$ cat config.mk
export PLATFORM = sky130hd
export DESIGN_NAME = forth_stack_alu_unit_core
export DESIGN_NICKNAME = d
export VERILOG_FILES = /design/src/fsa_pkg.sv /design/src/fsa_ram.sv /design/src/fsa_muldiv.sv /design/src/forth_stack_alu_unit_core.sv
export SDC_FILE = /design/constraint.sdc
export NUM_CORES = 2
export LEC_CHECK = 0
export ABC_CLOCK_PERIOD_IN_PS = 30400
export BUFFER_PORTS_ARGS = -buffer_cell sky130_fd_sc_hd__buf_2
export CORE_MARGIN = 10
export CORE_UTILIZATION = 52
export DETAILED_ROUTE_END_ITERATION = 10
export PLACE_DENSITY = 0.67
export SYNTH_ARGS = -nofsm -noshare
export SYNTH_HDL_FRONTEND = slang
export SYNTH_HIERARCHICAL = 1
export SYNTH_SLANG_ARGS = --single-unit
export TNS_END_PERCENT = 5
$ cat constraint.sdc
create_clock -name clk_i -period 30.4 [get_ports clk_i]
set_input_delay 4.56 -clock clk_i [delete_from_list [all_inputs] [get_ports clk_i]]
set_output_delay 4.56 -clock clk_i [all_outputs]
set_load 0.03 [all_outputs]
$ cat src/fsa_pkg.sv
package fsa_pkg;

  localparam int unsigned FSA_DATA_DEPTH   = 32;
  localparam int unsigned FSA_RETURN_DEPTH = 32;
  localparam int unsigned FSA_WORD_WIDTH   = 32;

  typedef enum logic [5:0] {
    OP_LIT            = 6'd0,
    OP_DUP            = 6'd1,
    OP_OVER           = 6'd2,
    OP_TWO_DUP        = 6'd3,
    OP_TWO_OVER       = 6'd4,
    OP_FOUR_DUP       = 6'd5,
    OP_SWAP           = 6'd6,
    OP_ROT            = 6'd7,
    OP_NROT           = 6'd8,
    OP_TWO_SWAP       = 6'd9,
    OP_PICK           = 6'd10,
    OP_DROP           = 6'd11,
    OP_NIP            = 6'd12,
    OP_TWO_DROP       = 6'd13,
    OP_TO_R           = 6'd14,
    OP_R_FROM         = 6'd15,
    OP_R_FETCH        = 6'd16,
    OP_ADD            = 6'd17,
    OP_SUB            = 6'd18,
    OP_MUL            = 6'd19,
    OP_DIV            = 6'd20,
    OP_MOD            = 6'd21,
    OP_STAR_SLASH     = 6'd22,
    OP_STAR_SLASH_MOD = 6'd23,
    OP_AND            = 6'd24,
    OP_OR             = 6'd25,
    OP_XOR            = 6'd26,
    OP_NEGATE         = 6'd27,
    OP_ABS            = 6'd28,
    OP_ZERO_EQ        = 6'd29,
    OP_ZERO_LT        = 6'd30,
    OP_ZERO_GT        = 6'd31,
    OP_EQ             = 6'd32,
    OP_GT             = 6'd33,
    OP_LT             = 6'd34,
    OP_NE             = 6'd35,
    OP_GE             = 6'd36,
    OP_LE             = 6'd37
  } fsa_op_e;

  typedef enum logic [1:0] {
    ST_OK    = 2'd0,
    ST_UNDER = 2'd1,
    ST_OVER  = 2'd2,
    ST_DIVZ  = 2'd3
  } fsa_status_e;

  typedef struct packed {
    logic [5:0]         op;
    logic signed [31:0] value;
  } fsa_in_t;

  typedef struct packed {
    logic signed [31:0] top_value;
    logic [5:0]         data_depth;
    logic [5:0]         return_depth;
    logic [1:0]         status;
  } fsa_out_t;

  // start strobes toward the multiply/divide unit
  typedef struct packed {
    logic mul_go;
    logic div_go;
  } fsa_md_req_t;

  // items the word needs on the data stack
  function automatic logic [2:0] need_of(input fsa_op_e op);
    logic [2:0] n;
    case (op)
      OP_LIT, OP_R_FROM, OP_R_FETCH:                      n = 3'd0;
      OP_DUP, OP_DROP, OP_TO_R, OP_NEGATE, OP_ABS,
      OP_ZERO_EQ, OP_ZERO_LT, OP_ZERO_GT:                 n = 3'd1;
      OP_ROT, OP_NROT, OP_STAR_SLASH, OP_STAR_SLASH_MOD:  n = 3'd3;
      OP_TWO_OVER, OP_FOUR_DUP, OP_TWO_SWAP:              n = 3'd4;
      OP_OVER, OP_TWO_DUP, OP_SWAP, OP_PICK, OP_NIP, OP_TWO_DROP,
      OP_ADD, OP_SUB, OP_MUL, OP_DIV, OP_MOD, OP_AND, OP_OR, OP_XOR,
      OP_EQ, OP_GT, OP_LT, OP_NE, OP_GE, OP_LE:           n = 3'd2;
      default:                                            n = 3'd0;
    endcase
    return n;
  endfunction

  // net change of the data depth
  function automatic logic signed [3:0] grow_of(input fsa_op_e op);
    logic signed [3:0] g;
    case (op)
      OP_LIT, OP_DUP, OP_OVER, OP_R_FROM, OP_R_FETCH:     g = 4'sd1;
      OP_TWO_DUP, OP_TWO_OVER:                            g = 4'sd2;
      OP_FOUR_DUP:                                        g = 4'sd4;
      OP_TWO_DROP, OP_STAR_SLASH:                         g = -4'sd2;
      OP_DROP, OP_NIP, OP_TO_R, OP_STAR_SLASH_MOD,
      OP_ADD, OP_SUB, OP_MUL, OP_DIV, OP_MOD, OP_AND, OP_OR, OP_XOR,
      OP_EQ, OP_GT, OP_LT, OP_NE, OP_GE, OP_LE:           g = -4'sd1;
      default:                                            g = 4'sd0;
    endcase
    return g;
  endfunction

endpackage

$ cat src/fsa_ram.sv
module fsa_ram import fsa_pkg::*; #(
  parameter int unsigned DEPTH = FSA_DATA_DEPTH,
  parameter int unsigned WIDTH = FSA_WORD_WIDTH,
  localparam int unsigned AW   = $clog2(DEPTH)
) (
  input  logic             clk_i,
  input  logic             we_i,
  input  logic [AW-1:0]    waddr_i,
  input  logic [WIDTH-1:0] wdata_i,
  input  logic [AW-1:0]    raddr_i,
  output logic [WIDTH-1:0] rdata_o
);

  logic [WIDTH-1:0] mem_q [DEPTH];
  logic [WIDTH-1:0] rdata_q;

  always_ff @(posedge clk_i) begin
    if (we_i) begin
      mem_q[waddr_i] <= wdata_i;
    end
    rdata_q <= mem_q[raddr_i];
  end

  assign rdata_o = rdata_q;

endmodule

$ cat src/fsa_muldiv.sv
module fsa_muldiv import fsa_pkg::*; #(
  parameter int unsigned W = FSA_WORD_WIDTH
) (
  input  logic        clk_i,
  input  logic        rst_ni,
  input  fsa_md_req_t req_i,
  input  logic [W-1:0] a_i,
  input  logic [W-1:0] b_i,
  output logic        done_o,
  output logic [W-1:0] prod_o,
  output logic [W-1:0] quot_o,
  output logic [W-1:0] rem_o
);

  localparam int unsigned CNW = $clog2(W + 1);

  typedef enum logic [2:0] {
    MD_IDLE = 3'b001,
    MD_MUL  = 3'b010,
    MD_DIV  = 3'b100
  } md_state_e;

  md_state_e      state_q;
  logic [CNW-1:0] cnt_q;
  logic           done_q;
  logic [W-1:0]   acc_q, mc_q, ml_q;
  logic [W-1:0]   quo_q, rem_q, dv_q;
  logic           na_q, nq_q;
  logic [W:0]     sh, diff;
  logic [W-1:0]   rem_d, quo_d;

  // one restoring step per cycle
  always_comb begin
    sh    = {rem_q, quo_q[W-1]};
    diff  = sh - {1'b0, dv_q};
    rem_d = diff[W] ? sh[W-1:0] : diff[W-1:0];
    quo_d = {quo_q[W-2:0], ~diff[W]};
  end

  always_ff @(posedge clk_i or negedge rst_ni) begin
    if (!rst_ni) begin
      state_q <= MD_IDLE;
      cnt_q   <= '0;
      done_q  <= 1'b0;
    end else begin
      done_q <= 1'b0;
      case (state_q)
        MD_IDLE: begin
          if (req_i.mul_go) begin
            state_q <= MD_MUL;
            cnt_q   <= CNW'(W);
          end else if (req_i.div_go) begin
            state_q <= MD_DIV;
            cnt_q   <= CNW'(W);
          end
        end
        MD_MUL, MD_DIV: begin
          cnt_q <= cnt_q - CNW'(1);
          if (cnt_q == CNW'(1)) begin
            state_q <= MD_IDLE;
            done_q  <= 1'b1;
          end
        end
        default: state_q <= MD_IDLE;
      endcase
    end
  end

  always_ff @(posedge clk_i) begin
    if (state_q == MD_IDLE && req_i.mul_go) begin
      acc_q <= '0;
      mc_q  <= a_i;
      ml_q  <= b_i;
    end else if (state_q == MD_IDLE && req_i.div_go) begin
      quo_q <= a_i[W-1] ? -a_i : a_i;
      dv_q  <= b_i[W-1] ? -b_i : b_i;
      rem_q <= '0;
      na_q  <= a_i[W-1];
      nq_q  <= a_i[W-1] ^ b_i[W-1];
    end else if (state_q == MD_MUL) begin
      if (ml_q[0]) begin
        acc_q <= acc_q + mc_q;
      end
      mc_q <= mc_q << 1;
      ml_q <= ml_q >> 1;
    end else if (state_q == MD_DIV) begin
      rem_q <= rem_d;
      quo_q <= quo_d;
    end
  end

  assign done_o = done_q;
  assign prod_o = acc_q;
  assign quot_o = nq_q ? -quo_q : quo_q;
  assign rem_o  = na_q ? -rem_q : rem_q;

endmodule

$ cat src/forth_stack_alu_unit_core.sv
// forth stack and alu unit: runs one stack or alu word per command on a top-of-stack
// register backed by a data stack memory and a return stack memory. a command word
// is taken when start is high and busy is low. busy drops in the cycle the result word
// is shown, so the next command can be taken at the edge that ends that cycle. the
// result is on result_o for exactly one cycle with done_o high and cannot be held off
// by the receiver, so it must be taken in that cycle. a word fetches 0 to 3 data stack
// items and writes back 0 to 7; a word refused by a check goes straight to the finish
// state. reads go one at a time, an address state then a data state, and writes go
// one per cycle. multiply and divide go through a bit-serial unit, and star-slash
// makes two passes. on underflow, overflow or a zero divisor nothing changes and the
// status says why. both memories start undefined and no entry beyond the current
// depth is ever used, so no clearing pass runs after reset.
module forth_stack_alu_unit_core import fsa_pkg::*; #(
  parameter int unsigned DATA_DEPTH   = FSA_DATA_DEPTH,
  parameter int unsigned RETURN_DEPTH = FSA_RETURN_DEPTH,
  parameter int unsigned WORD_WIDTH   = FSA_WORD_WIDTH
) (
  input  logic     clk_i,
  input  logic     rst_ni,
  input  logic     start,
  input  fsa_in_t  cmd_i,
  output logic     busy,
  output logic     done_o,
  output fsa_out_t result_o
);

  localparam int unsigned W   = WORD_WIDTH;
  localparam int unsigned DCW = $clog2(DATA_DEPTH + 2);
  localparam int unsigned RCW = $clog2(RETURN_DEPTH + 1);
  localparam int unsigned DAW = $clog2(DATA_DEPTH);
  localparam int unsigned RAW = $clog2(RETURN_DEPTH);
  localparam int unsigned CW  = (W > DCW) ? W : DCW;

  typedef enum logic [9:0] {
    S_IDLE     = 10'b0000000001,
    S_RD_ADDR  = 10'b0000000010,
    S_RD_DATA  = 10'b0000000100,
    S_MUL_GO   = 10'b0000001000,
    S_MUL_WAIT = 10'b0000010000,
    S_DIV_GO   = 10'b0000100000,
    S_DIV_WAIT = 10'b0001000000,
    S_EXEC     = 10'b0010000000,
    S_WR       = 10'b0100000000,
    S_FIN      = 10'b1000000000
  } state_e;

  // where to go once the operand window is loaded
  function automatic state_e after_load(input fsa_op_e op);
    state_e s;
    case (op)
      OP_MUL, OP_STAR_SLASH, OP_STAR_SLASH_MOD: s = S_MUL_GO;
      OP_DIV, OP_MOD:                           s = S_DIV_GO;
      default:                                  s = S_EXEC;
    endcase
    return s;
  endfunction

  state_e      state_q, state_d;
  logic [W-1:0]   top_q;
  logic [DCW-1:0] dc_q;
  logic [RCW-1:0] rc_q;
  logic [1:0]     i_q;
  logic [2:0]     j_q;
  logic           done_q;

  fsa_op_e        op_q;
  logic [W-1:0]   lit_q;
  logic           skip_q;
  fsa_status_e    status_q;
  logic [2:0]     l_q;
  logic [3:0]     m_q;
  logic [DCW-1:0] dn_q;
  logic [W-1:0]   w_q [1:3];   // items one to three under the top
  logic [W-1:0]   nw_q [8];    // new window, index 0 is the new top
  fsa_out_t       result_q;

  // accept-time decode
  fsa_op_e           acc_op;
  logic [2:0]        need, k;
  logic signed [3:0] grow;
  logic signed [4:0] msum;
  logic [3:0]        m_acc;
  logic [2:0]        l_acc;
  logic [DCW-1:0]    dn_acc;
  fsa_status_e       st_acc;
  logic              skip_acc;

  // memories and arithmetic
  logic [W-1:0]   d_rdata, r_rdata;
  logic [DAW-1:0] d_raddr, d_waddr;
  logic           d_we, r_we;
  fsa_md_req_t    md_req;
  logic           md_done;
  logic [W-1:0]   md_a, md_b, md_prod, md_quot, md_rem;

  logic [W-1:0]   nw_d [8];
  logic [W-1:0]   t0, t1, t2, t3;
  logic [1:0]     last_idx;
  logic [W-1:0]   ntop, fin_top;
  logic [DCW-1:0] fin_d;
  logic [RCW-1:0] rc_next, fin_rc;

  assign acc_op = fsa_op_e'(cmd_i.op);
  assign need   = need_of(acc_op);
  assign grow   = grow_of(acc_op);
  assign k      = (need == 3'd0) ? 3'd1 : need;
  assign msum   = $signed({2'b00, k}) + grow;
  // pick loads one item at a computed depth and leaves a one-item window
  assign m_acc  = (acc_op == OP_PICK) ? 4'd1 : msum[3:0];
  assign l_acc  = (acc_op == OP_PICK) ? 3'd2 :
                  (m_acc == 4'd0)     ? k + 3'd1 : k;
  assign dn_acc = DCW'($signed({1'b0, dc_q}) + grow);

  // checks in priority order: underflow, overflow, divide by zero
  always_comb begin
    st_acc   = ST_OK;
    skip_acc = 1'b0;
    if (cmd_i.op > OP_LE) begin
      skip_acc = 1'b1;   // unused code, no operation
    end else if (dc_q < DCW'(need)) begin
      st_acc = ST_UNDER;
    end else if ((acc_op == OP_R_FROM || acc_op == OP_R_FETCH) && rc_q == '0) begin
      st_acc = ST_UNDER;
    end else if (acc_op == OP_PICK && CW'(top_q) > CW'(dc_q - DCW'(2))) begin
      st_acc = ST_UNDER;
    end else if (grow > 4'sd0 &&
                 ({1'b0, dc_q} + (DCW+1)'(grow[2:0])) > (DCW+1)'(DATA_DEPTH + 1)) begin
      st_acc = ST_OVER;
    end else if (acc_op == OP_TO_R && rc_q >= RCW'(RETURN_DEPTH)) begin
      st_acc = ST_OVER;
    end else if ((acc_op inside {OP_DIV, OP_MOD, OP_STAR_SLASH, OP_STAR_SLASH_MOD}) &&
                 top_q == '0) begin
      st_acc = ST_DIVZ;
    end
    if (st_acc != ST_OK) begin
      skip_acc = 1'b1;
    end
  end

  // sequencer
  always_comb begin
    state_d = state_q;
    case (state_q)
      S_IDLE: begin
        if (start) begin
          if (skip_acc)            state_d = S_FIN;
          else if (l_acc == 3'd1)  state_d = after_load(acc_op);
          else                     state_d = S_RD_ADDR;
        end
      end
      S_RD_ADDR: state_d = S_RD_DATA;
      S_RD_DATA: begin
        if (3'(i_q) == l_q - 3'd1) state_d = after_load(op_q);
        else                       state_d = S_RD_ADDR;
      end
      S_MUL_GO:   state_d = S_MUL_WAIT;
      S_MUL_WAIT: begin
        if (md_done) state_d = (op_q == OP_MUL) ? S_EXEC : S_DIV_GO;
      end
      S_DIV_GO:   state_d = S_DIV_WAIT;
      S_DIV_WAIT: begin
        if (md_done) state_d = S_EXEC;
      end
      S_EXEC: state_d = (m_q >= 4'd2) ? S_WR : S_FIN;
      S_WR: begin
        if (4'(j_q) == m_q - 4'd1) state_d = S_FIN;
      end
      S_FIN:   state_d = S_IDLE;
      default: state_d = S_IDLE;
    endcase
  end

  // data stack: item i sits at depth-1-i, top is the register
  assign d_raddr = (op_q == OP_PICK) ? DAW'(dc_q) - DAW'(2) - DAW'(top_q)
                                     : DAW'(dc_q - DCW'(1) - DCW'(i_q));
  assign d_waddr = DAW'(dn_q - DCW'(1) - DCW'(j_q));
  assign d_we    = (state_q == S_WR) && (DCW'(j_q) < dn_q);

  fsa_ram #(
    .DEPTH (DATA_DEPTH),
    .WIDTH (W)
  ) u_data_ram (
    .clk_i   (clk_i),
    .we_i    (d_we),
    .waddr_i (d_waddr),
    .wdata_i (nw_q[j_q]),
    .raddr_i (d_raddr),
    .rdata_o (d_rdata)
  );

  // return stack top is read every cycle, so it is ready in the cycle after accept
  assign r_we = (state_q == S_FIN) && !skip_q && (op_q == OP_TO_R);

  fsa_ram #(
    .DEPTH (RETURN_DEPTH),
    .WIDTH (W)
  ) u_return_ram (
    .clk_i   (clk_i),
    .we_i    (r_we),
    .waddr_i (RAW'(rc_q)),
    .wdata_i (top_q),
    .raddr_i (RAW'(rc_q - RCW'(1))),
    .rdata_o (r_rdata)
  );

  assign t0 = top_q;
  assign t1 = w_q[1];
  assign t2 = w_q[2];
  assign t3 = w_q[3];

  // multiply runs second*top, or third*second ahead of a star-slash divide
  assign md_req.mul_go = (state_q == S_MUL_GO);
  assign md_req.div_go = (state_q == S_DIV_GO);
  assign md_a = (state_q == S_MUL_GO) ? ((op_q == OP_MUL) ? t1 : t2)
                                      : ((op_q == OP_DIV || op_q == OP_MOD) ? t1 : md_prod);
  assign md_b = (state_q == S_MUL_GO && op_q != OP_MUL) ? t1 : t0;

  fsa_muldiv #(
    .W (W)
  ) u_muldiv (
    .clk_i  (clk_i),
    .rst_ni (rst_ni),
    .req_i  (md_req),
    .a_i    (md_a),
    .b_i    (md_b),
    .done_o (md_done),
    .prod_o (md_prod),
    .quot_o (md_quot),
    .rem_o  (md_rem)
  );

  // new window from the loaded one, binary words take second op top
  always_comb begin
    for (int n = 0; n < 8; n++) begin
      nw_d[n] = '0;
    end
    case (op_q)
      OP_LIT:      begin nw_d[0] = lit_q; nw_d[1] = t0; end
      OP_DUP:      begin nw_d[0] = t0; nw_d[1] = t0; end
      OP_OVER:     begin nw_d[0] = t1; nw_d[1] = t0; nw_d[2] = t1; end
      OP_TWO_DUP:  begin nw_d[0] = t0; nw_d[1] = t1; nw_d[2] = t0; nw_d[3] = t1; end
      OP_TWO_OVER: begin
        nw_d[0] = t2; nw_d[1] = t3; nw_d[2] = t0;
        nw_d[3] = t1; nw_d[4] = t2; nw_d[5] = t3;
      end
      OP_FOUR_DUP: begin
        nw_d[0] = t0; nw_d[1] = t1; nw_d[2] = t2; nw_d[3] = t3;
        nw_d[4] = t0; nw_d[5] = t1; nw_d[6] = t2; nw_d[7] = t3;
      end
      OP_SWAP:     begin nw_d[0] = t1; nw_d[1] = t0; end
      OP_ROT:      begin nw_d[0] = t2; nw_d[1] = t0; nw_d[2] = t1; end
      OP_NROT:     begin nw_d[0] = t1; nw_d[1] = t2; nw_d[2] = t0; end
      OP_TWO_SWAP: begin nw_d[0] = t2; nw_d[1] = t3; nw_d[2] = t0; nw_d[3] = t1; end
      OP_PICK:     nw_d[0] = t1;
      OP_NIP:      nw_d[0] = t0;
      OP_R_FROM, OP_R_FETCH: begin nw_d[0] = r_rdata; nw_d[1] = t0; end
      OP_ADD:      nw_d[0] = t1 + t0;
      OP_SUB:      nw_d[0] = t1 - t0;
      OP_MUL:      nw_d[0] = md_prod;
      OP_DIV:      nw_d[0] = md_quot;
      OP_MOD:      nw_d[0] = md_rem;
      OP_STAR_SLASH:     nw_d[0] = md_quot;
      OP_STAR_SLASH_MOD: begin nw_d[0] = md_quot; nw_d[1] = md_rem; end
      OP_AND:      nw_d[0] = t1 & t0;
      OP_OR:       nw_d[0] = t1 | t0;
      OP_XOR:      nw_d[0] = t1 ^ t0;
      OP_NEGATE:   nw_d[0] = -t0;
      OP_ABS:      nw_d[0] = t0[W-1] ? -t0 : t0;
      OP_ZERO_EQ:  nw_d[0] = {W{t0 == '0}};
      OP_ZERO_LT:  nw_d[0] = {W{t0[W-1]}};
      OP_ZERO_GT:  nw_d[0] = {W{$signed(t0) > $signed(W'(0))}};
      OP_EQ:       nw_d[0] = {W{t1 == t0}};
      OP_GT:       nw_d[0] = {W{$signed(t1) > $signed(t0)}};
      OP_LT:       nw_d[0] = {W{$signed(t1) < $signed(t0)}};
      OP_NE:       nw_d[0] = {W{t1 != t0}};
      OP_GE:       nw_d[0] = {W{$signed(t1) >= $signed(t0)}};
      OP_LE:       nw_d[0] = {W{$signed(t1) <= $signed(t0)}};
      default:     nw_d[0] = '0;   // drop, 2drop, >r leave an empty window
    endcase
  end

  // an empty window pulls the next item up into the top register
  assign last_idx = (l_q == 3'd1) ? 2'd1 : 2'(l_q - 3'd1);
  assign ntop     = (m_q == 4'd0) ? w_q[last_idx] : nw_q[0];

  always_comb begin
    rc_next = rc_q;
    if (op_q == OP_TO_R)        rc_next = rc_q + RCW'(1);
    else if (op_q == OP_R_FROM) rc_next = rc_q - RCW'(1);
  end

  assign fin_top = skip_q ? top_q : ntop;
  assign fin_d   = skip_q ? dc_q  : dn_q;
  assign fin_rc  = skip_q ? rc_q  : rc_next;

  // control state
  always_ff @(posedge clk_i or negedge rst_ni) begin
    if (!rst_ni) begin
      state_q <= S_IDLE;
      top_q   <= '0;
      dc_q    <= '0;
      rc_q    <= '0;
      i_q     <= '0;
      j_q     <= '0;
      done_q  <= 1'b0;
    end else begin
      state_q <= state_d;
      done_q  <= (state_q == S_FIN);
      case (state_q)
        S_IDLE:    i_q <= 2'd1;
        S_RD_DATA: i_q <= i_q + 2'd1;
        S_EXEC:    j_q <= 3'd1;
        S_WR:      j_q <= j_q + 3'd1;
        S_FIN: begin
          if (!skip_q) begin
            top_q <= ntop;
            dc_q  <= dn_q;
            rc_q  <= rc_next;
          end
        end
        default: ;
      endcase
    end
  end

  // payload
  always_ff @(posedge clk_i) begin
    case (state_q)
      S_IDLE: begin
        if (start) begin
          op_q     <= acc_op;
          lit_q    <= W'(cmd_i.value);
          skip_q   <= skip_acc;
          status_q <= st_acc;
          l_q      <= l_acc;
          m_q      <= m_acc;
          dn_q     <= dn_acc;
        end
      end
      S_RD_DATA: begin
        // items past the depth read as zero
        w_q[i_q] <= (op_q == OP_PICK || DCW'(i_q) < dc_q) ? d_rdata : '0;
      end
      S_EXEC: nw_q <= nw_d;
      S_FIN: begin
        result_q.top_value    <= (fin_d == '0) ? '0 : 32'(fin_top);
        result_q.data_depth   <= 6'(fin_d);
        result_q.return_depth <= 6'(fin_rc);
        result_q.status       <= status_q;
      end
      default: ;
    endcase
  end

  assign busy     = (state_q != S_IDLE);
  assign done_o   = done_q;
  assign result_o = result_q;

endmodule

==> flow_summary.ini <==
[status]
status = complete, but fails checks
violations = DRC

[critical_path]
crit-reg2reg-launch = op_q[3]
setup.worst_path.start = cmd_i[33]
crit_top_cell = a21oi_1
path_cells = buf_2, inv_1, ha_1, nor2b_1, o22ai_1, a21oi_1, a21oi_1, inv_1, fa_1, nor2b_1, nor2_1, o41a_1, o22ai_1, nor2_1, a21oi_1, nand3_1, or3_1, o32ai_1
worst-path-buf-inv = 3
critPathCaptureType = flip-flop
worstSetupPathType = in -> reg
path_depth = 18
crit_end = state_q[3]
rr_endpoint = u_data_ram/rdata_o[7]
worstPathMaxFanout = 10
worstSetupStartpointType = input port
max_stage_delay_ns = 0.42
required_ns = 31.24
crit_slowest_cell = fa_1
crit_family = compound AO/OA/AOI/OAI gates
rr_worst_depth = 12
rrSetupSlack_ns = 23.71
arrival_ns = 8.69

[floorplan]
die_y_um = 518
io_pins = 89
rows = 182
die_area_um2 = 269000
die_x_um = 518
core_area_um2 = 247000
start_util = 0.524

[finish]
layout.nets = 9808
area_growth_syn_to_layout_pct = 11.2
drive_above_1_share = 0.109
fin_cells = 13100
fin_util = 0.582

[clocking]
cts_resized = 0
post_cts_buffers = 0
clockBufferDepth = 4
clk_latency_ns = 0.95
hold_buffers = 0
clkTransAtPathRegs_ns = 0.07
h-tree-depth = 5
cts_tree = yes
cts_buffers = 313
cts_root_buf = clkbuf_16
clock_sinks = 2860

[synth]
synth_most_common_cell = edfxtp_1
syn_nets = 9737
synth_edf_count = 2694
ys_warn_count = 6
synth-seq-cells = 2860
synthTopCellsByArea = edfxtp_1 (63%), mux2i_1 (8.3%), nand2_1 (2.8%)
synthDistinctLibCells = 102
synth_top_area_frac = 0.626
avgSynthCellArea_um2 = 13.7
yosysTopAreaCell = edfxtp_1
async_flop_share = 0.0245
seq_area_frac_synth = 0.655
netlist_instances = 9442
synth_common_cells = edfxtp_1 (2694), mux2i_1 (1077), nand2_1 (954), a21oi_1 (492), clkbuf_1 (389)
syn_area_um2 = 129000
synth_ff_type = edfxtp_1

[routing]
drcViolationCount = 3
avgRoutedWirePerCell_um = 30.0
viasPerCell = 6.43
drt_pass1_iterations = 11
via_count = 83900
drtIter0Drc = 10900
ant_nets = 0
routed_wl_um = 391000

[power_and_ir_drop]
p_clk_frac = 0.283
power_frac_seq = 0.389
power_density_nw_per_um2 = 90.4
switching_power_uw = 4660
combPwrFrac = 0.327
p_leak_uw = 0.0531
sw_frac_of_total = 0.358
internal_power_uw = 8330
peakVddDrop_mv = 0.101

[placed_design]
dp.cells = 12500
gp_congestion = 0.978
numPortBuffers = 88
hpwlAfterDp_um = 239000

[sta]
fin_setup_tns_ns = 0
setup_viol = 0
maxSlewViolCount = 0
worst_slew_pin_slew_ns = 1.39
timing.final.crit_share = 0.258
final.min_clock_period_ns = 7.85
fin_skew_ns = 0.0639
rsz0062_at_grt = false
hold_viol = 0
max_slew_margin = 0.0665
fmax_mhz = 127

[global_routing]
grt_max_degree = 189
grt_overflow = 0
antenna_found_initial = 10
use_met3 = 0.0536
grt_first_pass_wirelength_um = 562000
use_met2 = 0.436
busiest_layer = met2
grtUsageTotal = 0.280
grt_pass1_vias = 81000
met1_usage = 0.376

[worst_hold_path]
hp-class = reg -> reg

[flow_run]
max-cap-violations = 0
## metrics by stage
step	total power [uW]	setup WS (ns)	cell area (um2)	hold WS, ns
2_1_floorplan	7730	7.85	129000	0.400
3_3_place_gp	9240	21.58	134000	0.489
3_5_place_dp	9310	21.67	134000	0.489
4_1_cts	13000	22.64	144000	0.501
5_1_grt	13500	22.14	144000	0.499
6_report	13000	22.55	144000	0.500
## layer usage
metal	vias to the layer above	wire, um
li1	36300	-
met1	42300	154000
met2	4329	179000
met3	920	36200
met4	4	22200
met5	-	28
## power groups by stage
| stage | Clock [uW] | Sequential [uW] | Combinational (uW) |
|---|---|---|---|
| final | 3680 | 5060 | 4250 |
| after global routing | 3880 | 5060 | 4510 |
| after CTS | 3730 | 5050 | 4200 |
| after detailed placement | 0 | 5130 | 4180 |
| after global placement | 0 | 5130 | 4110 |
| after floorplan | 0 | 5100 | 2630 |
## layout by cell type, fill, tap and decap left out, drive strengths merged, types with 168 or more instances in the layout
master	Yosys	routed
xnor2	168	168
nor2	341	341
inv	277	281
edfxtp	2694	2694
a22oi	259	259
a22o	199	199
ha	245	245
mux2i	1077	1077
o21ai	304	304
clkbuf	393	403
nand2	956	956
a21oi	492	492
buf	207	356
nand3	274	274
## worst min-delay path by stage
stage,from,slack (ns),depth (start not counted),end
2_1_floorplan,status_q[0],0.40,0,result_o[0]
3_3_place_gp,status_q[0],0.49,0,result_o[0]
3_5_place_dp,status_q[0],0.49,0,result_o[0]
4_1_cts,u_muldiv/ml_q[21],0.50,2,u_muldiv/ml_q[20]
5_1_grt,status_q[0],0.50,0,result_o[0]
6_report,u_muldiv/ml_q[21],0.50,2,u_muldiv/ml_q[20]
## worst register-to-register path: cells and delay by family, from the launching register on
kind            cells  cell delay, ns
simple gates        3            1.04
mux                 1            0.32
flops               1            0.68
buf+inv             5            3.66
compound gates      3            0.91
## area by class of cell
cell class / instances / area [um2]
Clock inverter: 139 / 1370
Inverter: 277 / 1050
Timing Repair Buffer: 356 / 2520
Multi-Input combinational cell: 5705 / 41500
Antenna cell: 6 / 15.0
Clock buffer: 403 / 8460
Sequential cell: 2860 / 84600
Tap cell: 3312 / 4140
Fill cell: 19200 / 103000
## registers in the layout, indices dropped and copies added, names as in the netlist, 10 cells and up
register,count
u_data_ram/mem_q,1024
u_return_ram/mem_q,1024
nw_q,256
w_q,128
result_o,46
lit_q,32
t0,32
u_data_ram/rdata_o,32
u_muldiv/dv_q,32
u_muldiv/mc_q,32
u_muldiv/ml_q,32
u_muldiv/prod_o,32
u_muldiv/quo_q,32
u_muldiv/rem_q,32
u_return_ram/rdata_o,32
state_q,10
## logic make-up after synthesis
logic type	after synthesis	synth area share
buf+inv	877	0.0302
simple gates	2120	0.0757
fa+ha+maj	254	0.0251
compound gates	1944	0.103
flops	2860	0.655
xor+xnor	242	0.0165
mux	1145	0.0950
Note: power is estimated with default switching activity, not from simulation.
